File: src/design/atlm_pkg.sv
`timescale 1ns / 1ps
`default_nettype none

package atlm_pkg;

   localparam int WINDOW = 10;
   localparam int POS_W = (WINDOW > 1) ? $clog2(WINDOW) : 1;
   localparam int SUM_W = 17 + $clog2(WINDOW + 1);

   localparam int CFG_W = 15;
   localparam int CSR_IDX_W = 2;
   localparam logic [CSR_IDX_W-1:0] CSR_LEVEL_THRESHOLD = 2'd0;
   localparam logic [CSR_IDX_W-1:0] CSR_SIGNIFICANCE_THRESHOLD = 2'd1;
   localparam logic [CFG_W-1:0] LEVEL_THRESHOLD_RESET = 15'd640;
   localparam logic [CFG_W-1:0] SIGNIFICANCE_THRESHOLD_RESET = 15'd256;

   localparam logic [1:0] CLASS_LEVEL = 2'd0;
   localparam logic [1:0] CLASS_TILT_X = 2'd1;
   localparam logic [1:0] CLASS_TILT_Y = 2'd2;
   localparam logic [1:0] CLASS_BOUNDARY = 2'd3;

   localparam int CORDIC_W = 28;
   localparam int Z_W = 22;
   localparam int CORDIC_STEPS = 16;
   localparam int STEP_W = 4;
   localparam logic signed [Z_W-1:0] Z_QUARTER = 22'sd368640;

   localparam int SQRT_STEPS = 24;
   localparam int SQRT_CNT_W = 5;

   // division by a constant: quotient = (n * ceil(2^RECIP_SHIFT / d)) >> RECIP_SHIFT,
   // exact for every dividend below 2^31 + 2^30
   localparam int DIV_W = 32;
   localparam int RECIP_SHIFT = 35;
   localparam int RECIP_W = 36;
   localparam logic [RECIP_W-1:0] AVG_RECIP =
      RECIP_W'(((64'd1 << RECIP_SHIFT) + 64'(WINDOW) - 64'd1) / 64'(WINDOW));
   localparam logic [RECIP_W-1:0] GYRO_RECIP =
      RECIP_W'(((64'd1 << RECIP_SHIFT) + 64'd124) / 64'd125);

   typedef struct packed {
      logic busy;
   } unit_status_type;

   function automatic logic signed [Z_W-1:0] atan_entry(input logic [STEP_W-1:0] i);
      logic signed [Z_W-1:0] v;
      case (i)
         4'd0: v = 22'sd184320;
         4'd1: v = 22'sd108810;
         4'd2: v = 22'sd57492;
         4'd3: v = 22'sd29184;
         4'd4: v = 22'sd14649;
         4'd5: v = 22'sd7331;
         4'd6: v = 22'sd3667;
         4'd7: v = 22'sd1833;
         4'd8: v = 22'sd917;
         4'd9: v = 22'sd458;
         4'd10: v = 22'sd229;
         4'd11: v = 22'sd115;
         4'd12: v = 22'sd57;
         4'd13: v = 22'sd29;
         4'd14: v = 22'sd14;
         4'd15: v = 22'sd7;
         default: v = '0;
      endcase
      return v;
   endfunction

endpackage

`default_nettype wire

File: src/design/atlm_div.sv
`timescale 1ns / 1ps
`default_nettype none

module atlm_div (
   input  wire logic                            clock,
   input  wire logic                            reset,
   input  wire logic                            start,
   input  wire logic [atlm_pkg::DIV_W-1:0]      dividend,
   input  wire logic [atlm_pkg::RECIP_W-1:0]    recip,
   output logic [atlm_pkg::DIV_W-1:0]           quotient,
   output atlm_pkg::unit_status_type            status
);

   logic [atlm_pkg::DIV_W-1:0] n_ff, n_in, q_ff, q_in;
   logic [atlm_pkg::RECIP_W-1:0] m_ff, m_in;
   logic [atlm_pkg::DIV_W+atlm_pkg::RECIP_W-1:0] prod;
   logic busy_ff, busy_in;

   always_comb begin
      n_in = n_ff;
      m_in = m_ff;
      q_in = q_ff;
      busy_in = busy_ff;
      prod = (atlm_pkg::DIV_W + atlm_pkg::RECIP_W)'(n_ff) *
             (atlm_pkg::DIV_W + atlm_pkg::RECIP_W)'(m_ff);
      if (start) begin
         n_in = dividend;
         m_in = recip;
         busy_in = 1'b1;
      end else if (busy_ff) begin
         q_in = prod[atlm_pkg::RECIP_SHIFT +: atlm_pkg::DIV_W];
         busy_in = 1'b0;
      end
   end

   always_ff @(posedge clock) begin
      if (reset) begin
         busy_ff <= 1'b0;
      end else begin
         busy_ff <= busy_in;
      end
      n_ff <= n_in;
      m_ff <= m_in;
      q_ff <= q_in;
   end

   assign quotient = q_ff;
   assign status.busy = busy_ff;

endmodule

`default_nettype wire

File: config.mk
export PLATFORM = sky130hd
export DESIGN_NAME = atlm_div
export DESIGN_NICKNAME = d
export VERILOG_FILES = /design/src/design/atlm_pkg.sv /design/src/design/atlm_div.sv
export SDC_FILE = /design/constraint.sdc
export NUM_CORES = 2
export LEC_CHECK = 0
export ABC_CLOCK_PERIOD_IN_PS = 8700
export BUFFER_PORTS_ARGS = -buffer_cell sky130_fd_sc_hd__buf_4
export CAP_MARGIN = 25
export CORE_UTILIZATION = 60
export DETAILED_ROUTE_END_ITERATION = 7
export GPL_ROUTABILITY_DRIVEN = 0
export PLACE_DENSITY = 0.73
export SYNTH_ARGS = -nofsm -noshare
export SYNTH_HDL_FRONTEND = slang
export SYNTH_SLANG_ARGS = --single-unit
File: constraint.sdc
create_clock -name clock -period 8.7 [get_ports clock]
set_clock_uncertainty 0.15 [all_clocks]
set_input_delay 1.74 -clock clock [delete_from_list [all_inputs] [get_ports clock]]
set_output_delay 1.74 -clock clock [all_outputs]
set_load 0.05 [all_outputs]
# After elaboration in Yosys (flattened, before gate mapping)
# Index checks and enable logic that the tools add are counted.
[op_classes]
n_mul = 1
n_mux = 1
bitwise = 1
reduce_logical = 1
[op_table]
columns = ["cell", "count"]
rows = [
  ["32-bit by 36-bit multiplier with 67-bit output", 1],
  ["2-bit AND reduction", 1],
  ["1-bit two-way mux", 1],
  ["1-bit NOT", 1],
]
[totals]
ff_bits = 101
in_bits = 71
out_inout_bits = 33
word_cells = 8

# Logic depth before layout (Yosys ltp)
[depth]
ltp_word = 2
depth_mapped = 29
depth_no_buf = 27

# Least setup slack after synthesis
# OpenSTA, ideal clock, no wires.
[synth_timing]
path_kind = "reg-to-reg"
from = "reg n_ff[2] (netlist bit)"
to = "reg q_ff (netlist bit quotient[29]) (data pin)"
setup_time_ns = 0.259
arrival_ns = 7.288
t_required_ns = 8.291
path_slack_ns = 1.003
path_stages_with_launch = 29
path_buffers = 2
synth_period_minus_slack_ns = 7.697
cell_sequence = "edfxtp_1 -> clkbuf_1 -> clkbuf_1 -> nand2_1 -> fa_1 -> inv_1 -> fa_1 -> inv_1 -> fa_1 -> fa_1 -> inv_1 -> fa_1 -> inv_1 -> fa_1 -> inv_1 -> fa_1 -> inv_1 -> fa_1 -> inv_1 -> ha_1 -> and3_1 -> a311oi_1 -> o211ai_1 -> a311oi_2 -> o221ai_2 -> a41oi_2 -> nor3_1 -> or2_1 -> xor2_1"
[synth_between]
elab_chain_len = 1
[synth_rtl]
columns = ["item", "line_no", "source"]
rows = [
  ["start, declared", "atlm_div.sv:14", "logic [atlm_pkg::DIV_W-1:0] n_ff, n_in, q_ff, q_in;"],
  ["start signal, assigned", "atlm_div.sv:42", "n_ff <= n_in;"],
  ["32-bit by 36-bit multiplier with 67-bit output", "atlm_div.sv:24", "prod = (atlm_pkg::DIV_W + atlm_pkg::RECIP_W)'(n_ff) *"],
  ["net prod, one bit", "atlm_div.sv:16", "logic [atlm_pkg::DIV_W+atlm_pkg::RECIP_W-1:0] prod;"],
  ["end signal, assigned", "atlm_div.sv:44", "q_ff <= q_in;"],
  ["end, declared", "atlm_div.sv:14", ""],
]
# The timed path passes the listed nets, and every way through them passes these cells.
# A chain may end at the register's enable or synchronous reset.

# Worst setup path in the final report
[layout_timing]
from = "reg m_ff[15] (netlist bit)"
to = "reg q_ff (netlist bit quotient[30]) (data pin)"
[layout_between]
elab_chain_len = 1
[layout_rtl]
columns = ["item", "line_no", "source"]
rows = [
  ["start, declared", "atlm_div.sv:15", "logic [atlm_pkg::RECIP_W-1:0] m_ff, m_in;"],
  ["start signal, assigned", "atlm_div.sv:43", "m_ff <= m_in;"],
  ["32-bit by 36-bit multiplier with 67-bit output", "atlm_div.sv:24", ""],
  ["net prod, one bit", "atlm_div.sv:16", ""],
]
# The timed path passes the listed nets, and every way through them passes these cells.

==> run summary <==
The flow ran to the end, and the final reports show no timing, DRC or antenna violations. Final standard cell count with taps included and fillers excluded: 4933. Prior to clock tree synthesis, the placed netlist has a worst setup slack of 113 ps. Once detailed placement completed, the half-perimeter wirelength came to 80600 um.

The count of nets left with antenna violations once routing finished came out at 0. The tightest hold margin is 659 ps, and the arithmetic-cell share of the synthesized area counting full adders, half adders and majority gates is 0.611. Setup violations remaining at the end of the flow were counted as 0. For the number of max-slew violations in the final report, the log shows 0. The cell accounting for the most synthesized area is fa_1.

In the synthesized netlist, the number of instances is 4032. The kind of path behind the tightest hold check was register to register. After clock tree synthesis, the clock-pin slew on the worst setup and hold paths is 120 ps.

The detailed-route wire length per cell works out to 21.1 um. The tool flagged a number of max-cap violations equal to 0. Setup slack on the critical path of the routed design comes to 291 ps. The run gives 5375 as the post-synthesis net count. The peak fanout along the critical path was 7; the total routed wirelength was 104000 um. The number of flops mapped to enable cells by yosys works out to 100. STA classifies the critical path endpoint as a register. The floorplan step set the die height to 255 um.

Leaving out fill and tap cells, the most frequent cells in the layout are fa_1 (1014), inv_1 (982), nand2_1 (664). The xor and xnor area share after synthesis was 0.00841. The slew at the pin closest to its max-slew limit was 1040 ps. 104 I/O pins were placed. The synthesized area came out at 38500 um2.

The compound-cell area share of the yosys netlist is 0.0231. The per-cell via count in the routed design is 5.55. For this run, the post-layout net count is 5422.

After synthesis, the largest family of logic cells by area is adder cells. For the area of the core region, the log shows 63300 um2. The global-route usage over all layers was 0.340. Counting flops and latches in the post-synthesis netlist gives 101. For this run the aggregate overflow at the end of global routing stands at 0.

The run gives 101 as the number of clock sinks seen by CTS. The H-tree level count was 3; the wire length of the first global-routing pass was 167000 um. For this run, design rule violations remaining after detail routing come to 0. For this run, the top clock speed supported by timing is 0.119 GHz. The number of clock buffers added by TritonCTS is 9. The dominant synthesized flop cell was edfxtp_1.

The tools report the initial core utilization as 0.609. The arrival time at the worst endpoint is 8440 ps, and the mux contribution to synthesized area is 0. Entering global routing, the biggest net connects 47 pins. For the warning count from the yosys run, the log shows 0. Critical path data required time: 8730 ps.

The tools report the number of global-route vias before repair as 30200. The worst path in the final design needs a cycle of 8410 ps, including I/O delays and setup. The clock latency on the worst-skew pair is 440 ps, and the number of input and output port buffers inserted is 103. The logs give 0.308 for the worst slew slack as a fraction of its limit and 0.0785 for the register area share after synthesis. Clock tree synthesis selected as its root buffer the cell clkbuf_16.

The worst setup path is of the register to register kind. The post-synthesis async set-or-reset flop share was 0; the number of cells after detailed placement was 4892. The floorplan has 92 rows. TritonCTS built the clock tree. After synthesis, the netlist uses 49 different library cells. The count of vias placed by the detailed router is 27400. The tools report the final-report hold violation count as 0. The fraction of final layout cells with drive strength greater than 1 works out to 0.0737. The number of antenna violations at the first check in global routing is 6. Before antenna repair, the detailed router went through 5 iterations. The tools report the fill cell total of the finished layout as 5079. Startpoint type of the worst setup path: a register.

Measured along the x axis, the die boundary spans 255 um. The simple-gate portion of the synthesized area was 0.161; the overall die area was 65200 um2. By area the synthesized netlist is led by fa_1 (53%), inv_1 (9.6%), and2_1 (8.4%).

The clock passes through at most 2 buffers. The per-instance average area after synthesis works out to 9.56 um2. The area added between synthesis and finish works out to 8.18%. Leaving out fill and tap cells, the most frequent cell in the layout is fa_1. The first routing iteration left 2038 violations.

The final worst-path cycle share is 0.967, and the area share of the leading cell type in the synthesized netlist is 0.527.
==> final cells by class <==
| cell class | instances | area, um2 | share of cell area |
|---|---|---|---|
| multi-input combinational | 2717 | 31000 | 0.743 |
| tap | 846 | 1060 | 0.0254 |
| antenna | 3 | 7.51 | 0.000180 |
| clock inverter | 7 | 93.8 | 0.00225 |
| inverter | 982 | 3690 | 0.0884 |
| clock buffer | 9 | 225 | 0.00540 |
| sequential | 101 | 3020 | 0.0725 |
| timing repair buffer | 268 | 2610 | 0.0626 |
==> kinds of logic (layout without fill, tap and decap cells) <==
kind of cell / count (synthesis) / count (layout)
AO/OA/AOI/OAI: 135 / 135
flip-flops: 101 / 101
AND/OR/NAND/NOR: 1273 / 1273
XOR/XNOR: 37 / 37
adder cells (fa/ha/maj): 1272 / 1272
other: 0 / 3
buffers and inverters: 1214 / 1266
==> worst max-delay path: stages (launching register included) <==
cell       delay, ps
edfxtp_1         520
buf_4            220
buf_4            160
and2_1           150
fa_1             570
fa_1             440
fa_1             510
inv_1             50
fa_1             470
inv_1             50
fa_1             480
fa_1             570
fa_1             450
fa_1             470
ha_1             350
a21oi_1          190
o21ai_0          230
a2111oi_1        490
a311oi_2         230
o21bai_2         280
a211oi_2         120
buf_4            180
a41oi_1          310
o2111ai_1        200
buf_4            170
xor2_1           150
==> layer usage <==
metal / up-vias / GRT usage / wire length (um)
li1: 11600 / - / -
met1: 14100 / 0.412 / 37300
met2: 1252 / 0.578 / 52200
met3: 385 / 0.0566 / 7970
met4: 0 / 0.190 / 6720
met5: - / 0 / 0
==> per-stage QoR <==
step / area [um2] / utilization / setup TNS (ps)
CTS: 41400 / 0.655 / 0
global placement: 41100 / 0.649 / 0
finish: 41700 / 0.658 / 0
floorplan: 38500 / - / 0
detailed placement: 41100 / 0.650 / 0
global route: 41700 / 0.658 / -5.45
==> timing repair <==
| item | 4_1_cts | 5_1_grt |
|---|---|---|
| setup buffers | 0 | 22 |
| resized for setup | 0 | 4 |
| hold buffers | 0 | 0 |
| endpoints found under the setup margin | 0 | 19 |
==> path summary, 6_finish.rpt <==
| check | start | to | slack, ps | cells after the start |
|---|---|---|---|---|
| worst min-delay path | status$_SDFF_PP0_ | quotient[24]$_DFFE_PP_ | 660 | 1 |
| worst max register to register | m_ff[15]$_DFFE_PP_ | quotient[30]$_DFFE_PP_ | 290 | 25 |
| worst min register to register | status$_SDFF_PP0_ | quotient[24]$_DFFE_PP_ | 660 | 1 |
| worst max-delay path | m_ff[15]$_DFFE_PP_ | quotient[30]$_DFFE_PP_ | 290 | 25 |
==> flip-flops by register name, summed over array words and instances (netlist names) <==
signal	count
m_ff	36
n_ff	32
quotient	32
status	1
==> cell usage after synthesis (11+ instances only) <==
| library cell | n |
|---|---|
| fa_1 | 1014 |
| inv_1 | 982 |
| nand2_1 | 664 |
| and2_1 | 516 |
| ha_1 | 258 |
| clkbuf_1 | 231 |
| edfxtp_1 | 100 |
| a21oi_1 | 48 |
| nor2_1 | 36 |
| o21ai_0 | 28 |
| xnor2_1 | 28 |
| a21o_1 | 20 |
| nand4_1 | 13 |
| nand3_1 | 11 |
Power is left out: the tool's default activity adds up to more than one toggle a clock period on the data nets, which glitch-free logic cannot reach.
