==> src/design/atlm_pkg.sv <==
`timescale 1ns / 1ps
`default_nettype none

package atlm_pkg;

   localparam int WINDOW = 10;
   localparam int POS_W = (WINDOW > 1) ? $clog2(WINDOW) : 1;
   localparam int SUM_W = 17 + $clog2(WINDOW + 1);

   localparam int CFG_W = 15;
   localparam int CSR_IDX_W = 2;
   localparam logic [CSR_IDX_W-1:0] CSR_LEVEL_THRESHOLD = 2'd0;
   localparam logic [CSR_IDX_W-1:0] CSR_SIGNIFICANCE_THRESHOLD = 2'd1;
   localparam logic [CFG_W-1:0] LEVEL_THRESHOLD_RESET = 15'd640;
   localparam logic [CFG_W-1:0] SIGNIFICANCE_THRESHOLD_RESET = 15'd256;

   localparam logic [1:0] CLASS_LEVEL = 2'd0;
   localparam logic [1:0] CLASS_TILT_X = 2'd1;
   localparam logic [1:0] CLASS_TILT_Y = 2'd2;
   localparam logic [1:0] CLASS_BOUNDARY = 2'd3;

   localparam int CORDIC_W = 28;
   localparam int Z_W = 22;
   localparam int CORDIC_STEPS = 16;
   localparam int STEP_W = 4;
   localparam logic signed [Z_W-1:0] Z_QUARTER = 22'sd368640;

   localparam int SQRT_STEPS = 24;
   localparam int SQRT_CNT_W = 5;

   // division by a constant: quotient = (n * ceil(2^RECIP_SHIFT / d)) >> RECIP_SHIFT,
   // exact for every dividend below 2^31 + 2^30
   localparam int DIV_W = 32;
   localparam int RECIP_SHIFT = 35;
   localparam int RECIP_W = 36;
   localparam logic [RECIP_W-1:0] AVG_RECIP =
      RECIP_W'(((64'd1 << RECIP_SHIFT) + 64'(WINDOW) - 64'd1) / 64'(WINDOW));
   localparam logic [RECIP_W-1:0] GYRO_RECIP =
      RECIP_W'(((64'd1 << RECIP_SHIFT) + 64'd124) / 64'd125);

   typedef struct packed {
      logic busy;
   } unit_status_type;

   function automatic logic signed [Z_W-1:0] atan_entry(input logic [STEP_W-1:0] i);
      logic signed [Z_W-1:0] v;
      case (i)
         4'd0: v = 22'sd184320;
         4'd1: v = 22'sd108810;
         4'd2: v = 22'sd57492;
         4'd3: v = 22'sd29184;
         4'd4: v = 22'sd14649;
         4'd5: v = 22'sd7331;
         4'd6: v = 22'sd3667;
         4'd7: v = 22'sd1833;
         4'd8: v = 22'sd917;
         4'd9: v = 22'sd458;
         4'd10: v = 22'sd229;
         4'd11: v = 22'sd115;
         4'd12: v = 22'sd57;
         4'd13: v = 22'sd29;
         4'd14: v = 22'sd14;
         4'd15: v = 22'sd7;
         default: v = '0;
      endcase
      return v;
   endfunction

endpackage

`default_nettype wire

==> src/design/atlm_cordic.sv <==
`timescale 1ns / 1ps
`default_nettype none

module atlm_cordic (
   input  wire logic                                   clock,
   input  wire logic                                   reset,
   input  wire logic                                   start,
   input  wire logic signed [atlm_pkg::CORDIC_W-1:0]   y_in,
   input  wire logic signed [atlm_pkg::CORDIC_W-1:0]   x_in,
   output logic signed [15:0]                          angle,
   output atlm_pkg::unit_status_type                   status
);

   logic signed [atlm_pkg::CORDIC_W-1:0] x_ff, x_in_w, y_ff, y_in_w, dx, dy;
   logic signed [atlm_pkg::Z_W-1:0] z_ff, z_in, z_round;
   logic [atlm_pkg::STEP_W-1:0] step_ff, step_in;
   logic busy_ff, busy_in, zero_ff, zero_in;

   always_comb begin
      x_in_w = x_ff;
      y_in_w = y_ff;
      z_in = z_ff;
      step_in = step_ff;
      busy_in = busy_ff;
      zero_in = zero_ff;
      dx = x_ff >>> step_ff;
      dy = y_ff >>> step_ff;
      if (start) begin
         zero_in = (x_in == '0) && (y_in == '0);
         busy_in = 1'b1;
         step_in = '0;
         if (x_in < 0) begin
            if (y_in >= 0) begin
               x_in_w = y_in;
               y_in_w = -x_in;
               z_in = atlm_pkg::Z_QUARTER;
            end else begin
               x_in_w = -y_in;
               y_in_w = x_in;
               z_in = -atlm_pkg::Z_QUARTER;
            end
         end else begin
            x_in_w = x_in;
            y_in_w = y_in;
            z_in = '0;
         end
      end else if (busy_ff) begin
         if (y_ff > 0) begin
            x_in_w = x_ff + dy;
            y_in_w = y_ff - dx;
            z_in = z_ff + atlm_pkg::atan_entry(step_ff);
         end else begin
            x_in_w = x_ff - dy;
            y_in_w = y_ff + dx;
            z_in = z_ff - atlm_pkg::atan_entry(step_ff);
         end
         step_in = step_ff + 1'b1;
         if (step_ff == atlm_pkg::STEP_W'(atlm_pkg::CORDIC_STEPS - 1)) begin
            busy_in = 1'b0;
         end
      end
   end

   always_ff @(posedge clock) begin
      if (reset) begin
         busy_ff <= 1'b0;
         step_ff <= '0;
      end else begin
         busy_ff <= busy_in;
         step_ff <= step_in;
      end
      x_ff <= x_in_w;
      y_ff <= y_in_w;
      z_ff <= z_in;
      zero_ff <= zero_in;
   end

   assign z_round = (z_ff + atlm_pkg::Z_W'(16)) >>> 5;
   assign angle = zero_ff ? 16'sd0 : z_round[15:0];
   assign status.busy = busy_ff;

endmodule

`default_nettype wire

==> config.mk <==
export PLATFORM = sky130hd
export DESIGN_NAME = atlm_cordic
export DESIGN_NICKNAME = d
export VERILOG_FILES = /design/src/design/atlm_pkg.sv /design/src/design/atlm_cordic.sv
export SDC_FILE = /design/constraint.sdc
export NUM_CORES = 1
export LEC_CHECK = 0
export ABC_AREA = 1
export BUFFER_PORTS_ARGS = -buffer_cell sky130_fd_sc_hd__buf_2
export CORE_MARGIN = 3
export CORE_UTILIZATION = 40
export CTS_BUF_LIST = sky130_fd_sc_hd__clkbuf_16
export DETAILED_ROUTE_END_ITERATION = 10
export GPL_TIMING_DRIVEN = 0
export PLACE_DENSITY = 0.68
export SLEW_MARGIN = 20
export SYNTH_ARGS = -nofsm -noshare
export SYNTH_HDL_FRONTEND = slang
export SYNTH_SLANG_ARGS = --single-unit
==> constraint.sdc <==
create_clock -name clock -period 5.75 [get_ports clock]
set_clock_uncertainty 0.2 [all_clocks]
set_input_delay 0 -clock clock [delete_from_list [all_inputs] [get_ports clock]]
set_output_delay 0 -clock clock [all_outputs]
set_load 0.02 [all_outputs]
Word-level counts from Yosys, hierarchy flattened
Memories as Yosys holds them, arrays and structs flattened. A register that Yosys moved wholly into a read port is not among the register bits. Index checks and enable logic that the tools add are counted.

Register bits after elaboration: 84. Word-level logic and storage cells: 58. Bits in read-only memories: 576. Input bits: 59. Output and inout port bits: 17. Memories kept: 2.

Memories: (no name shown) (depth 16, width 18, read ports 1, clocked after memory_dff 1, wr ports 0, RTL line atlm_pkg.sv:47) `case (i)`; (no name shown) (depth 16, width 18, read ports 1, clocked after memory_dff 1, wr ports 0, RTL line atlm_pkg.sv:47).

Reduce and logical (&&, ||, !) cells: 5. Equality and inequality tests: 1. Add/subtract/negate cells: 10. $lt $le $gt $ge: 3. Multiplexer cells: 29. Shift-type cells: 2.

Operator list (count): $mux 28 (10); $mux 22 (11); $add 28x28->28 (2); $logic_not 28->1 (2); $neg 28->28 (2); $sshr 28x4->28 (2); $sub 28x28->28 (2); $ge 28x1->1 const B (1); $gt 28x1->1 const B (1); $lt 28x1->1 const B (1); $add 22x22->22 (1); $sub 22x22->22 (1); $add 21x6->21 const B (1); $mux 16 (1); $mux 4 (4); $add 4x1->4 const B (1); $eq 4x4->1 const B (1); $mux 1 (3); $reduce_bool 2->1 (1); $reduce_or 2->1 (1); $logic_and 1x1->1 (1).

Depth between registers and ports, before layout
Depth in word-level cells: 8. Gate-level depth with buffers: 33. Depth with buffers taken out: 31.

Worst setup path after synthesis
No wires, ideal clock.

Path kind: register to register. Start point: reg step_ff[0] in the netlist's numbering. End point: reg y_ff[19] in the netlist's numbering (data pin). Period minus slack after synthesis: 4109 ps. Slack: 1641 ps. Arrival: 3651 ps. Stages on the path, launching flop included: 31. Path buffers: 3. Setup time: 258 ps. Data required time: 5292 ps. Path through: dfxtp_1 -> buf_6 -> inv_4 -> buf_6 -> buf_12 -> nand2_4 -> nand3_1 -> nand3_1 -> nand2_1 -> nand2_1 -> nand2_2 -> inv_1 -> ha_1 -> inv_1 -> nor3_4 -> nand3_2 -> nand2_1 -> xor2_1 -> inv_1 -> ha_1 -> nand2_1 -> nor2_1 -> inv_1 -> nor3_1 -> a21oi_1 -> o21ai_0 -> nand3_1 -> nand2_1 -> a21oi_1 -> o21ai_0 -> nand2_1.

Cells in the longest elaborated chain, start to end: 5. Elaborated cells between the ends (all ways): 6. Those cells by class: 2 x add/sub; 1 x shift; 3 x mux.

Ends and longest elaborated chain: start: declaration (RTL line atlm_cordic.sv:16) `logic [atlm_pkg::STEP_W-1:0] step_ff, step_in;`; start signal: assignment (RTL line atlm_cordic.sv:70) `step_ff <= step_in;`; $sshr 28x4->28 * (RTL line atlm_cordic.sv:26) `dx = x_ff >>> step_ff;`; $add 28x28->28 or $sub 28x28->28 (tied branches) (RTL line atlm_cordic.sv:54, atlm_cordic.sv:50); $mux 28 * (RTL line atlm_cordic.sv:48) `if (y_ff > 0) begin`; $mux 28 * (RTL line atlm_cordic.sv:47) `end else if (busy_ff) begin`; $mux 28 * (RTL line atlm_cordic.sv:28) `if (start) begin`; net y_in_w (one bit) (RTL line atlm_cordic.sv:14) `logic signed [atlm_pkg::CORDIC_W-1:0] x_ff, x_in_w, y_ff, y_in_w, dx, dy;`; end signal: assignment (RTL line atlm_cordic.sv:73) `y_ff <= y_in_w;`; end: declaration (RTL line atlm_cordic.sv:14).

The timed path passes the listed nets; every way through them passes the cells marked *. The select of a mux whose other input is x is not followed. A chain may end at the register's enable or synchronous reset.

Final worst setup path
Start point: reg y_ff[25] in the netlist's numbering. End point: reg z_ff[17] in the netlist's numbering (data pin).

Cells in the longest elaborated chain, start to end: 4.

Ends and longest elaborated chain: $gt 28x1->1 (RTL line atlm_cordic.sv:48); $mux 22 (RTL line atlm_cordic.sv:48); $mux 22 (RTL line atlm_cordic.sv:47); $mux 22 (RTL line atlm_cordic.sv:28); net z_in (one bit) (RTL line atlm_cordic.sv:15) `logic signed [atlm_pkg::Z_W-1:0] z_ff, z_in, z_round;`; end signal: assignment (RTL line atlm_cordic.sv:74) `z_ff <= z_in;`; end: declaration (RTL line atlm_cordic.sv:15).

The timed path passes the listed nets, and every way through them passes these cells. The select of a mux whose other input is x is not followed.

==> results by group <==
Timing
  – Final min period: 5.488 ns
  – Fmax: approximately 180 MHz
  – Unrepaired setup endpoints after global routing: no
  – Post-route setup TNS: 0 ns
  – Slew Viols, Final: 0
  – Final hold violation count: 0
  – Max-slew headroom: 32.43%
  – Final worst-path cycle share: 95.44%
  – Final WS setup: 0.2625 ns
  – Worst-margin pin slew: 1.014 ns
  – Final setup fails: 0

Die
  – Core area: 0.03566 mm²
  – Chip height: 196.6 µm
  – Starting Density: between 40% and 50%
  – Die area: 0.03864 mm²
  – Top Ports: 76
  – Die W: between 150 and 200 µm
  – Std-Cell Rows: 69

Critical path
  – Crit path buffers/inverters: 3
  – CP startpoint kind: flip-flop
  – Reg-to-reg setup timing slack: 0.26 ns
  – CP peak stage delay: 0.56 ns
  – Most frequent CP cell: nand3_1
  – Worst-path cell chain: nor4_2, and3_1, nand4_1, nand2_1, clkbuf_2, clkbuf_4, nor2_1, xor2_1, ha_1, nand3_1, nand3_1, inv_1, o21ai_0, a21oi_1, o21ai_0, a31oi_1, or2_2, nand3_1, nand2_1
  – Peak fanout along the critical path: 10
  – CP Data Arrival Time: ~5.4 ns
  – CP Class: flip-flop to flip-flop
  – Slowest cell on crit path: edfxtp_1
  – Data required time of the critical path: 5.68 ns
  – CP Capture Type: flip-flop
  – Critical path's top delay family: simple AND/OR/NAND/NOR gates

Yosys
  – Netlist cell types: 60
  – Post-synthesis sequential area ratio: about 19%
  – Seq cells post-synth: 101
  – Top FF cell, synth: edfxtp_1
  – Commonest cells post-synth: nand2_1, nand3_1, nor2_1
  – Synth area leaders: nand2_1, edfxtp_1, nand3_1
  – Syn Nets: 2505
  – Cell with the most instances after synthesis: nand2_1
  – Syn_area_per_cell: 6.181 µm²
  – Cells after Synth: 2350
  – Top cell type by total area after synthesis: nand2_1
  – EDFF count, synth: 78
  – Warnings, synthesis: 0
  – Synth top area share: roughly 16%
  – Mapped Area: ~0.015 mm²
  – Ys async rst share: 0%

Final layout
  – FILL cells: 3806
  – Post-route insts no fill: a little under 3000
  – Layout Nets: around 2600
  – Diodes inserted: 0
  – Share of layout cells above drive strength 1: 9.226%
  – Post-layout util: 45.92%
  – Area delta synth->final: 12.72%

Power
  – Static leakage: 7.643 nW
  – Max VDD drop: between 0.4 and 0.5 mV
  – P per Cell Area: about 630 mW/mm²

Global route
  – Vias in the first global route: ~16000
  – Largest net degree at the start of global routing: 42
  – GRT Util Overall: 30.81%
  – Total grt overflow: 0
  – First-pass GRT wire length: 92.88 mm
  – Initial antenna violation count: 1

Detailed routing
  – DRC: 0
  – Iteration count of the initial detailed-routing pass: 6
  – Drt initial violations: 1893
  – Post-Route WL: 60.86 mm
  – Via count: approximately 17000
  – Wire length per cell: 20.60 µm
  – Routed vias/inst: slightly below 6
  – Final ANT Viol Nets: 0

Clock network
  – Clock latency on the worst-skew pair: 0.40 ns
  – TritonCTS Buffers: 9
  – CTS sink cnt: about 100
  – Clock transition at path regs: 0.08 ns
  – H-tree levels: 3
  – Clock Root Buffer: clkbuf_16
  – Worst-case clock buffer depth: 2
  – CTS tree: built

Placed design
  – I/O Buffers: 74
  – HPWL Detailed: 49.33 mm
  – Gp weighted congestion: roughly 1.0
  – Pre-CTS setup slack: -0.5633 ns
  – Inst Count DP: 2887

Min path
  – Hold Crit Class: primary input to flip-flop

Job
  – Max-cap violation count: 0

Outcome
  – Status: finished clean
tightest hold or removal path: cells and delay by family:
family | cells | cell delay (ns)
simple gates | 3 | 0.23
compound gates | 1 | 0.16
buf+inv | 1 | 0.12
power breakdown:
group	internal [mW]	leakage, nW	total (mW)	switching, mW
Clock	0.313	0.151	0.665	0.352
Combinational	2.77	6.51	8.01	5.24
Sequential	1.24	0.986	1.70	0.459
Total	4.32	7.64	10.4	6.05
path summary, 6_finish.rpt:
path,startpoint,end,cells after the start
max reg2reg,y_ff[25],z_ff[17],19
max,y_ff[25],z_ff[17],19
min reg2reg,status,status,2
min,y_in[20],x_ff[20],5
what timing repair did:
item	4_1_cts	5_1_grt
gates cloned	0	0
buffers inserted	0	0
hold endpoints to repair	49	0
hold buffers	52	0
gates resized for setup	8	10
endpoints found under the setup margin	31	22
cell families after synthesis:
group	after synthesis	synth area share [%]
DFF	101	19.29
buffers and inverters	303	8.975
and+or+nand+nor	1320	40.52
AOI/OAI and AO/OA	435	17.06
xor gates and xnor gates	95	5.728
adders and majority gates	96	8.424
per-stage QoR:
step | hold slack [ns] | total power [mW] | cell area [µm²]
finish | 0.02687 | 10.38 | 16370
global route | 0.02791 | 11.37 | 16370
CTS | 0.0006206 | 10.17 | 16360
detailed placement | 0.006449 | 9.400 | 15520
global placement | 0.01007 | 9.285 | 15470
floorplan | -0.1309 | 7.275 | 14530
layout make-up:
cell class / count / area [µm²] / area share, %
flip-flops and latches: 101 / 2803 / 17.12
multi-input cells: 1946 / 10440 / 63.74
inverters: 214 / 810.8 / 4.951
clock buffers: 9 / 225.2 / 1.375
well taps: 461 / 576.8 / 3.523
repair buffers: 128 / 938.4 / 5.731
clock inverters: 7 / 83.83 / 0.5120
plain buffers: 88 / 500.5 / 3.056
cells in the final DEF (no fill, tap or decap), drive strengths merged, types with 2 or more instances in the layout:
| master | n |
|---|---|
| or2 | 6 |
| o211ai | 24 |
| edfxtp | 78 |
| o21a | 9 |
| a21oi | 150 |
| o221ai | 18 |
| a21o | 10 |
| clkbuf | 45 |
| nand3b | 5 |
| and3 | 3 |
| inv | 215 |
| fa | 3 |
| nor3 | 55 |
| dfxtp | 23 |
| nor4 | 14 |
| o21ai | 184 |
| xnor2 | 39 |
| nand3 | 336 |
| nand2 | 653 |
| buf | 128 |
| nor3b | 6 |
| xor2 | 56 |
| o31ai | 7 |
| a22o | 2 |
| nand4 | 22 |
| and2 | 2 |
| a31oi | 13 |
| a21boi | 2 |
| dlygate4sd3 | 52 |
| clkinv | 6 |
| nor2 | 217 |
| o21bai | 4 |
| a221oi | 2 |
| ha | 93 |
| a211oi | 4 |
metal layers:
metal  wire [µm]  track usage (%)  part of all wire (%)  vias up
met4        4955            21.76                   8.1        2
met5          13                0                 0.021        -
met1       25230            39.70                    41     7951
li1            -                -                     -     8288
met2       26120            47.98                    43      907
met3        4534            3.846                   7.5      218
Note: power is estimated with default switching activity, not from simulation.
