--- src/design/atlm_pkg.sv ---
`timescale 1ns / 1ps
`default_nettype none

package atlm_pkg;

   localparam int WINDOW = 10;
   localparam int POS_W = (WINDOW > 1) ? $clog2(WINDOW) : 1;
   localparam int SUM_W = 17 + $clog2(WINDOW + 1);

   localparam int CFG_W = 15;
   localparam int CSR_IDX_W = 2;
   localparam logic [CSR_IDX_W-1:0] CSR_LEVEL_THRESHOLD = 2'd0;
   localparam logic [CSR_IDX_W-1:0] CSR_SIGNIFICANCE_THRESHOLD = 2'd1;
   localparam logic [CFG_W-1:0] LEVEL_THRESHOLD_RESET = 15'd640;
   localparam logic [CFG_W-1:0] SIGNIFICANCE_THRESHOLD_RESET = 15'd256;

   localparam logic [1:0] CLASS_LEVEL = 2'd0;
   localparam logic [1:0] CLASS_TILT_X = 2'd1;
   localparam logic [1:0] CLASS_TILT_Y = 2'd2;
   localparam logic [1:0] CLASS_BOUNDARY = 2'd3;

   localparam int CORDIC_W = 28;
   localparam int Z_W = 22;
   localparam int CORDIC_STEPS = 16;
   localparam int STEP_W = 4;
   localparam logic signed [Z_W-1:0] Z_QUARTER = 22'sd368640;

   localparam int SQRT_STEPS = 24;
   localparam int SQRT_CNT_W = 5;

   // division by a constant: quotient = (n * ceil(2^RECIP_SHIFT / d)) >> RECIP_SHIFT,
   // exact for every dividend below 2^31 + 2^30
   localparam int DIV_W = 32;
   localparam int RECIP_SHIFT = 35;
   localparam int RECIP_W = 36;
   localparam logic [RECIP_W-1:0] AVG_RECIP =
      RECIP_W'(((64'd1 << RECIP_SHIFT) + 64'(WINDOW) - 64'd1) / 64'(WINDOW));
   localparam logic [RECIP_W-1:0] GYRO_RECIP =
      RECIP_W'(((64'd1 << RECIP_SHIFT) + 64'd124) / 64'd125);

   typedef struct packed {
      logic busy;
   } unit_status_type;

   function automatic logic signed [Z_W-1:0] atan_entry(input logic [STEP_W-1:0] i);
      logic signed [Z_W-1:0] v;
      case (i)
         4'd0: v = 22'sd184320;
         4'd1: v = 22'sd108810;
         4'd2: v = 22'sd57492;
         4'd3: v = 22'sd29184;
         4'd4: v = 22'sd14649;
         4'd5: v = 22'sd7331;
         4'd6: v = 22'sd3667;
         4'd7: v = 22'sd1833;
         4'd8: v = 22'sd917;
         4'd9: v = 22'sd458;
         4'd10: v = 22'sd229;
         4'd11: v = 22'sd115;
         4'd12: v = 22'sd57;
         4'd13: v = 22'sd29;
         4'd14: v = 22'sd14;
         4'd15: v = 22'sd7;
         default: v = '0;
      endcase
      return v;
   endfunction

endpackage

`default_nettype wire

--- src/design/atlm_isqrt.sv ---
`timescale 1ns / 1ps
`default_nettype none

module atlm_isqrt (
   input  wire logic                   clock,
   input  wire logic                   reset,
   input  wire logic                   start,
   input  wire logic signed [15:0]     a_in,
   input  wire logic signed [15:0]     b_in,
   output logic [23:0]                 root,
   output atlm_pkg::unit_status_type   status
);

   logic [31:0] n_ff, n_in;
   logic [27:0] rem_ff, rem_in, rem_try;
   logic [25:0] trial;
   logic [23:0] root_ff, root_in;
   logic [atlm_pkg::SQRT_CNT_W-1:0] cnt_ff, cnt_in;
   logic busy_ff, busy_in;
   logic signed [31:0] sq_a, sq_b;

   always_comb begin
      sq_a = a_in * a_in;
      sq_b = b_in * b_in;
      n_in = n_ff;
      rem_in = rem_ff;
      root_in = root_ff;
      cnt_in = cnt_ff;
      busy_in = busy_ff;
      rem_try = {rem_ff[25:0], n_ff[31:30]};
      trial = {root_ff, 2'b01};
      if (start) begin
         n_in = $unsigned(sq_a) + $unsigned(sq_b);
         rem_in = '0;
         root_in = '0;
         cnt_in = '0;
         busy_in = 1'b1;
      end else if (busy_ff) begin
         n_in = {n_ff[29:0], 2'b00};
         if (rem_try >= {2'b00, trial}) begin
            rem_in = rem_try - {2'b00, trial};
            root_in = {root_ff[22:0], 1'b1};
         end else begin
            rem_in = rem_try;
            root_in = {root_ff[22:0], 1'b0};
         end
         cnt_in = cnt_ff + 1'b1;
         if (cnt_ff == atlm_pkg::SQRT_CNT_W'(atlm_pkg::SQRT_STEPS - 1)) begin
            busy_in = 1'b0;
         end
      end
   end

   always_ff @(posedge clock) begin
      if (reset) begin
         busy_ff <= 1'b0;
         cnt_ff <= '0;
      end else begin
         busy_ff <= busy_in;
         cnt_ff <= cnt_in;
      end
      n_ff <= n_in;
      rem_ff <= rem_in;
      root_ff <= root_in;
   end

   assign root = root_ff;
   assign status.busy = busy_ff;

endmodule

`default_nettype wire

--- config.mk ---
export PLATFORM = sky130hd
export DESIGN_NAME = atlm_isqrt
export DESIGN_NICKNAME = d
export VERILOG_FILES = /design/src/design/atlm_pkg.sv /design/src/design/atlm_isqrt.sv
export SDC_FILE = /design/constraint.sdc
export NUM_CORES = 1
export LEC_CHECK = 0
export ABC_AREA = 0
export ABC_CLOCK_PERIOD_IN_PS = 9200
export BUFFER_PORTS_ARGS = -buffer_cell sky130_fd_sc_hd__buf_2
export CAP_MARGIN = 20
export CORE_MARGIN = 3
export CORE_UTILIZATION = 25
export DETAILED_ROUTE_END_ITERATION = 7
export PLACE_DENSITY = 0.43
export SYNTH_ARGS = -nofsm -noshare
export SYNTH_HDL_FRONTEND = slang
export SYNTH_SLANG_ARGS = --single-unit
--- constraint.sdc ---
create_clock -name clock -period 9.2 [get_ports clock]
set_clock_uncertainty 0.2 [all_clocks]
set_input_delay 0.46 -clock clock [delete_from_list [all_inputs] [get_ports clock]]
set_output_delay 0.46 -clock clock [all_outputs]
set_load 0.005 [all_outputs]
# [Word level (Yosys, flattened, before mapping)]
# Cells that the tools add are included.
[word_totals] ram_bits=0 mem_bits_ro=0 in_bits=35 word_cells=21 ff_bits=88 latch_bits=0 output_inout_bits=25 mem_count=0
[classes] multipliers=2 n_shift=0 bitwise=0 n_div=0 reduce_logical=2 mux=7 n_lt_le_gt_ge=1 add_sub_neg=3 n_eq_ne=1
[op_table] op="$mul A16 B16 Y32" n=2
[op_table] op="$mux W32" n=2
[op_table] op="$add A32 B32 Y32" n=1
[op_table] op="$ge A28 B26 Y1" n=1
[op_table] op="$mux W26" n=1
[op_table] op="$sub A26 B26 Y26" n=1
[op_table] op="$add A5 B1 Y5 const B" n=1
[op_table] op="$eq A5 B5 Y1 const B" n=1
[op_table] op="$mux W1" n=4
[op_table] op="$reduce_bool A2 Y1" n=1
[op_table] op="$reduce_or A2 Y1" n=1

# [Depth between registers and ports, before layout]
# Gate-level depths: netlist of the first run.
[logic_depth] word_depth=4 depth_mapped=27 depth_no_buf=25

# [Worst setup path after synthesis of the first run]
# Ideal clock, no wire load.
[synth_path] path_kind="input to register" start="input port b_in[15]" end="register n_ff[31] (data pin)" setup_slack_ns=1.468 required_time_ns=8.744 setup_time_ns=0.256 arrival_time_ns=7.277 n_path_buf=2 cell_stages=23 path_cell_list="clkbuf_1 > clkbuf_1 > nand2_1 > fa_1 > fa_1 > fa_1 > fa_1 > inv_1 > fa_1 > fa_1 > fa_1 > inv_1 > fa_1 > inv_1 > ha_1 > and2_1 > a221oi_1 > o21ai_0 > nand2_1 > o31ai_1 > o211a_1 > or3_1 > a31o_2"
[synth_between] elab_chain_cells=3
[synth_rtl] item="from (decl)" line="atlm_isqrt.sv:9" text="input wire logic signed [15:0] b_in,"
[synth_rtl] item="$mul A16 B16 Y32" line="atlm_isqrt.sv:24" text="sq_b = b_in * b_in;"
[synth_rtl] item="$add A32 B32 Y32" line="atlm_isqrt.sv:33" text="n_in = $unsigned(sq_a) + $unsigned(sq_b);"
[synth_rtl] item="$mux W32" line="atlm_isqrt.sv:32" text="if (start) begin"
[synth_rtl] item="via n_in[31]" line="atlm_isqrt.sv:14" text="logic [31:0] n_ff, n_in;"
[synth_rtl] item="to (signal assigned)" line="atlm_isqrt.sv:62" text="n_ff <= n_in;"
[synth_rtl] item="to (decl)" line="atlm_isqrt.sv:14"
# The timed path passes the listed nets, and every way through them passes these cells.
# A chain may end at the register's enable or synchronous reset.

# [Worst setup path after layout of the first run]
[layout_path] start="input port a_in[15]" end="register n_ff[31] (data pin)"
[layout_between] elab_chain_cells=3
[layout_rtl] item="from (decl)" line="atlm_isqrt.sv:8" text="input wire logic signed [15:0] a_in,"
[layout_rtl] item="$mul A16 B16 Y32" line="atlm_isqrt.sv:23" text="sq_a = a_in * a_in;"
[layout_rtl] item="$add A32 B32 Y32" line="atlm_isqrt.sv:33"
[layout_rtl] item="$mux W32" line="atlm_isqrt.sv:32"
[layout_rtl] item="via n_in[31]" line="atlm_isqrt.sv:14"
# The timed path passes the listed nets, and every way through them passes these cells.

==> results of run 1 <==
-- area by class of cell --
type	count	area, um^2	area share [%]
clock buffer	9	225	0.928
clock inverter	7	66.3	0.273
inverter	646	2420	9.99
multi-input combinational	1496	17600	72.5
sequential	88	2090	8.60
tap	1165	1460	6.01
timing repair buffer	73	407	1.68
-- registers in the layout (all words and copies together) (netlist names) --
signal  count
n_ff       32
cnt_ff      5
root       24
status      1
rem_ff     26
-- final timing paths --
check             start  slack, ns    endpoint
min reg2reg  rem_ff[25]       0.29  rem_ff[25]
max            a_in[15]       1.04    n_ff[31]
max reg2reg    root[15]       5.61  rem_ff[24]
min               reset       0.15      status
-- worst register-to-register path, cell delays in order (launching register included) --
cell      delay [ns]
dfxtp_1         0.37
inv_1           0.06
ha_1            0.36
a21o_1          0.15
a21o_1          0.13
a21o_1          0.34
o21ai_0         0.21
nor3_2          0.32
o31a_1          0.59
buf_4           0.36
nand4_1         0.12
a311oi_1        0.28
-- cell families (layout without fill, tap and decap cells) --
kind of cell | after synthesis | count (layout) | synth area share, %
buffers and inverters | 720 | 735 | 12.2
adders and majority gates | 693 | 693 | 56.1
and+or+nand+nor | 485 | 485 | 10.5
AOI/OAI and AO/OA | 176 | 176 | 5.82
DFF | 88 | 88 | 9.29
xor gates and xnor gates | 81 | 81 | 3.16
muxes | 60 | 60 | 2.82
other | 1 | 1 | 0.0167
-- stage by stage --
step           hold slack (ns)  area (um^2)  setup WS [ns]
3_5_place_dp             0.279        24000          0.661
5_1_grt                  0.157        24300          0.707
6_report                 0.145        24300           1.04
2_1_floorplan            0.257        22400           1.47
4_1_cts                  0.128        24300           1.04
3_3_place_gp             0.278        24000          0.751
-- layer usage --
layer | global-route usage [%] | vias to the layer above | routed length, um
met5 | 0 | - | 0
met3 | 0.804 | 52 | 1320
met2 | 21.7 | 209 | 27300
li1 | - | 6900 | -
met1 | 16.6 | 7481 | 25600
met4 | 2.56 | 0 | 1080
-- layout by cell type (no fill, tap or decap), drive strengths merged, types with 8 or more instances in the layout --
cell type    n
a211oi      14
a21o        22
a21oi       38
a311oi      17
a31o         8
and2        96
buf         73
clkbuf       9
dfxtp       56
edfxtp      32
fa         521
ha         172
inv        650
mux2        25
mux2i       35
nand2      164
nand2b      12
nand4        9
nor2       114
nor2b       21
nor3        19
o21ai       30
o31ai        8
or3         11
xnor2       60
xor2        21
==> impl_metrics.csv, run 1 <==
group,metric,value,unit
route,routed_wl,55300,um
worst_hold_path,hp-class,"in2reg",
cells_and_area,post-route-util,27.4,%
worst_setup_path,cpMostUsedCell,"fa_1",
global_routing,grtUsageTotal,12.3,%
logic_synthesis,synth_warnings,0,
worst_setup_path,critPathTopFamily,"adder cells",
clock_network,htreeDepth,3,
logic_synthesis,synth_commonest_cells,"inv_1, fa_1, ha_1, nand2_1, nor2_1",
floorplanning,row_count,109,
clock_network,root_buffer,"clkbuf_16",
sta,rsz0062_at_grt,"no",
global_routing,gr-total-overflow,0,
cells_and_area,nNetsFinal,3042,
clock_network,cts_buffers,9,
logic_synthesis,yosysMostFrequentCell,"inv_1",
global_routing,grt_pass1_wl,92400,um
sta,fin_crit,8.16,ns
logic_synthesis,ys_ff_latch,88,
logic_synthesis,yosys-top-cells-area,"fa_1, inv_1, ha_1",
clock_network,clock_latency,0.36,ns
sta,finalSetupViolCount,0,
floorplanning,io_pins,60,
floorplanning,die_area,93300,um^2
floorplanning,core_area,88600,um^2
clock_network,post_cts_buffers,0,
route,first_iter_violations,578,
logic_synthesis,syn_inst,2304,
place,portBuffers,59,
outcome,status,"completed",
clock_network,cts_resized,0,
sta,slew_headroom,41.3,%
global_routing,antenna_found_initial,3,
clock_network,clk_pin_slew,0.07,ns
logic_synthesis,synth-edff-count,32,
logic_synthesis,ys.flop_type,"dfxtp_1",
logic_synthesis,ys_seq_area_share,9.29,%
floorplanning,start_util,25.3,%
global_routing,grt_pass1_vias,16926,
floorplanning,die_w,305,um
route,ant_nets,0,
route,wl_per_cell,15.9,um
logic_synthesis,async_flop_share,0,%
place,gp_congestion,0.829,
place,dp_cells,3467,
worst_setup_path,required,9.11,ns
sta,maxSlewViolCount,0,
worst_setup_path,timing.critical_path.buf_inv,7,
logic_synthesis,syn_nets,3032,
worst_setup_path,critPathMaxFanout,14,
route,first_pass_iters,4,
clock_network,cts_tree,"yes",
worst_setup_path,startpoint_type,"input port",
logic_synthesis,synth_area_per_cell,9.73,um^2
worst_setup_path,cp_num_cells,25,
floorplanning,die_y,305,um
place,post-dp-hpwl,48400,um
sta,finalHoldViolCount,0,
cells_and_area,area_delta_synth_final,8.21,%
worst_hold_path,hold_path_depth,2,
worst_setup_path,r2r_cells,11,
worst_setup_path,crit_type,"in2reg",
route,route.detailed.drc,0,
cells_and_area,nFillCells,9463,
global_routing,grt_max_degree,68,
cells_and_area,finalNonFillerCells,3484,
worst_setup_path,end_kind,"flop",
sta,worst_pin_slew,0.881,ns
route,vias_per_cell,4.20,
logic_synthesis,yosysTopAreaCellShare,46.5,%
logic_synthesis,yosysUniqueCellTypes,73,
clock_network,max-clock-path-buffers,2,
worst_setup_path,cp_slowest_stage_delay,0.62,ns
sta,fmax,0.123,GHz
logic_synthesis,syn_area,22400,um^2
logic_synthesis,synth_area_leader_cell,"fa_1",
cells_and_area,antennaDiodeCount,0,
flow_run,maxCapViolCount,0,
sta,tns,0,ns
route,vias,14642,
sta,fin_crit_sh,88.7,%
cells_and_area,layout-drive-gt1-share,6.25,%
clock_network,cts_hold_buf,0,
worst_setup_path,worst_path_max_delay_cell,"fa_1",
worst_setup_path,worstPathArrival,8.07,ns
clock_network,clkSinkCount,88,
Power of run 1 is not shown: default switching activity piles up to over one toggle a cycle in this logic, so the estimate is an artifact.
==> inputs of run 2 (changes only) <==
--- a/config.mk
+++ b/config.mk
@@ -12,7 +12,9 @@
 export CORE_MARGIN = 3
 export CORE_UTILIZATION = 25
 export DETAILED_ROUTE_END_ITERATION = 7
-export PLACE_DENSITY = 0.43
+export GPL_TIMING_DRIVEN = 0
+export PLACE_DENSITY = 0.5
+export SETUP_SLACK_MARGIN = 0.4
 export SYNTH_ARGS = -nofsm -noshare
 export SYNTH_HDL_FRONTEND = slang
 export SYNTH_SLANG_ARGS = --single-unit
==> run 2 against run 1 <==
Against the previous run: global-route usage increased by 0.51 points; critical path depth decreased by 2; die area is the same; sequential share of layout area is 0.090 points lower; utilization grew 0.24 points; via count rose by 1.6%; worst hold slack improved by 0.0058 ns.
==> impl_metrics.csv, run 2 (synthesis gave the netlist of run 1 again) <==
group,metric,value,unit
outcome,status,"completed",
global_routing,grt_pass1_vias,16530,
clock_network,post_cts_buffers,0,
route,wl_per_cell,16.3,um
worst_setup_path,required,9.11,ns
cells_and_area,layout-drive-gt1-share,6.14,%
sta,finalHoldViolCount,0,
cells_and_area,finalNonFillerCells,3544,
floorplanning,row_count,109,
sta,fin_crit_sh,91.5,%
worst_hold_path,hp-class,"in2reg",
cells_and_area,post-route-util,27.6,%
place,dp_cells,3526,
place,place_area,24200,um^2
global_routing,antenna_found_initial,8,
sta,slew_headroom,36.8,%
route,vias_per_cell,4.20,
place,gp_congestion,0.869,
floorplanning,start_util,25.3,%
route,ant_nets,0,
cells_and_area,regMostFlops,"n_ff",
floorplanning,core_area,88600,um^2
sta,fmax,0.119,GHz
clock_network,cts_buffers,9,
sta,rsz0062_at_grt,"yes",
cells_and_area,largest_register_ffs,32,
sta,worst_pin_slew,0.948,ns
route,route.detailed.drc,0,
floorplanning,io_pins,60,
global_routing,gr-total-overflow,0,
floorplanning,die_w,305,um
worst_setup_path,crit_type,"in2reg",
route,first_iter_violations,685,
global_routing,grt_max_degree,33,
place,portBuffers,57,
cells_and_area,nNetsFinal,3100,
clock_network,max-clock-path-buffers,2,
flow_run,maxCapViolCount,0,
cells_and_area,area_delta_synth_final,9.16,%
worst_setup_path,critPathMaxFanout,10,
sta,fin_crit,8.42,ns
clock_network,htreeDepth,3,
cells_and_area,layout_common_cells,"inv_1, fa_1, ha_1",
worst_setup_path,end_kind,"flop",
route,first_pass_iters,5,
clock_network,cts_tree,"yes",
clock_network,root_buffer,"clkbuf_16",
global_routing,grt_pass1_wl,94000,um
worst_setup_path,startpoint_type,"input port",
global_routing,grtUsageTotal,12.8,%
clock_network,clkSinkCount,88,
clock_network,clock_latency,0.36,ns
floorplanning,die_area,93300,um^2
sta,fin_worst_hold_slack,0.151,ns
sta,maxSlewViolCount,0,
route,routed_wl,57900,um
place,post-dp-hpwl,51200,um
clock_network,cts_hold_buf,0,
worst_setup_path,worstPathArrival,8.33,ns
floorplanning,die_y,305,um
cells_and_area,stdcell_area,24500,um^2
cells_and_area,layout_commonest_cell,"inv_1",
route,vias,14878,
clock_network,clk_pin_slew,0.08,ns
sta,finalSetupViolCount,0,
[run 2: cell types whose count changed in the layout (fill, tap and decap cells not counted), sizes merged]
cell | previous run | this run
clkbuf | 9 | 71
buf | 73 | 69
clkinvlp | 0 | 2
diode | 0 | 2
clkinv | 3 | 2
inv | 650 | 649
[run 2: repair_timing]
item,CTS,global route
hold endpoints to repair,0,0
resized for setup,2,14
setup endpoints to repair,2,7
[run 2: per-layer routing]
metal,global-route usage (%),up-vias,share of wire [%]
met1,17.5,7498,47
met2,21.7,260,47
met4,3.18,2,2.8
met3,1.37,83,3.5
li1,-,7035,-
met5,0,-,0.022
[run 2: area by class of cell]
cell class	count	area, um^2
buffer	74	328
clock inverter	7	65.1
inverter	646	2430
clock buffer	9	225
antenna	2	5.00
timing repair buffer	57	285
tap	1165	1460
multi-input combinational	1496	17600
fill	9573	64200
sequential	88	2080
[run 2: worst paths after layout]
| kind | startpoint | end | slack (ns) | cells after the start |
|---|---|---|---|---|
| worst min-delay path | reset | cnt_ff[0] | 0.15 | 2 |
| worst max register to register | root[2] | rem_ff[23] | 5.77 | 10 |
| worst min register to register | rem_ff[25] | rem_ff[25] | 0.28 | 2 |
| worst max-delay path | b_in[5] | n_ff[31] | 0.78 | 23 |
[run 2: critical path, cell delays in order]
cell and delay [ns]:
clkbuf_1 0.51, clkbuf_1 0.53, nand2_1 0.21, fa_1 0.55, fa_1 0.80, inv_1 0.11, fa_1 0.47, fa_1 0.61
fa_1 0.45, fa_1 0.46, fa_1 0.49, inv_1 0.05, fa_1 0.53, inv_1 0.06, ha_1 0.34, and2_1 0.16
a221oi_1 0.33, o21ai_0 0.17, nand2_1 0.11, o31ai_1 0.12, o211a_1 0.24, or3_1 0.31, a31o_2 0.25
[run 2: per-stage QoR]
stage	worst slack, ns	setup TNS [ns]
after CTS	0.456	0
after global routing	0.392	0
after detailed placement	-0.0222	-0.0222
after floorplan	1.47	0
after global placement	-0.000223	-0.000223
final	0.780	0
Power of run 2 is left out for the same reason.
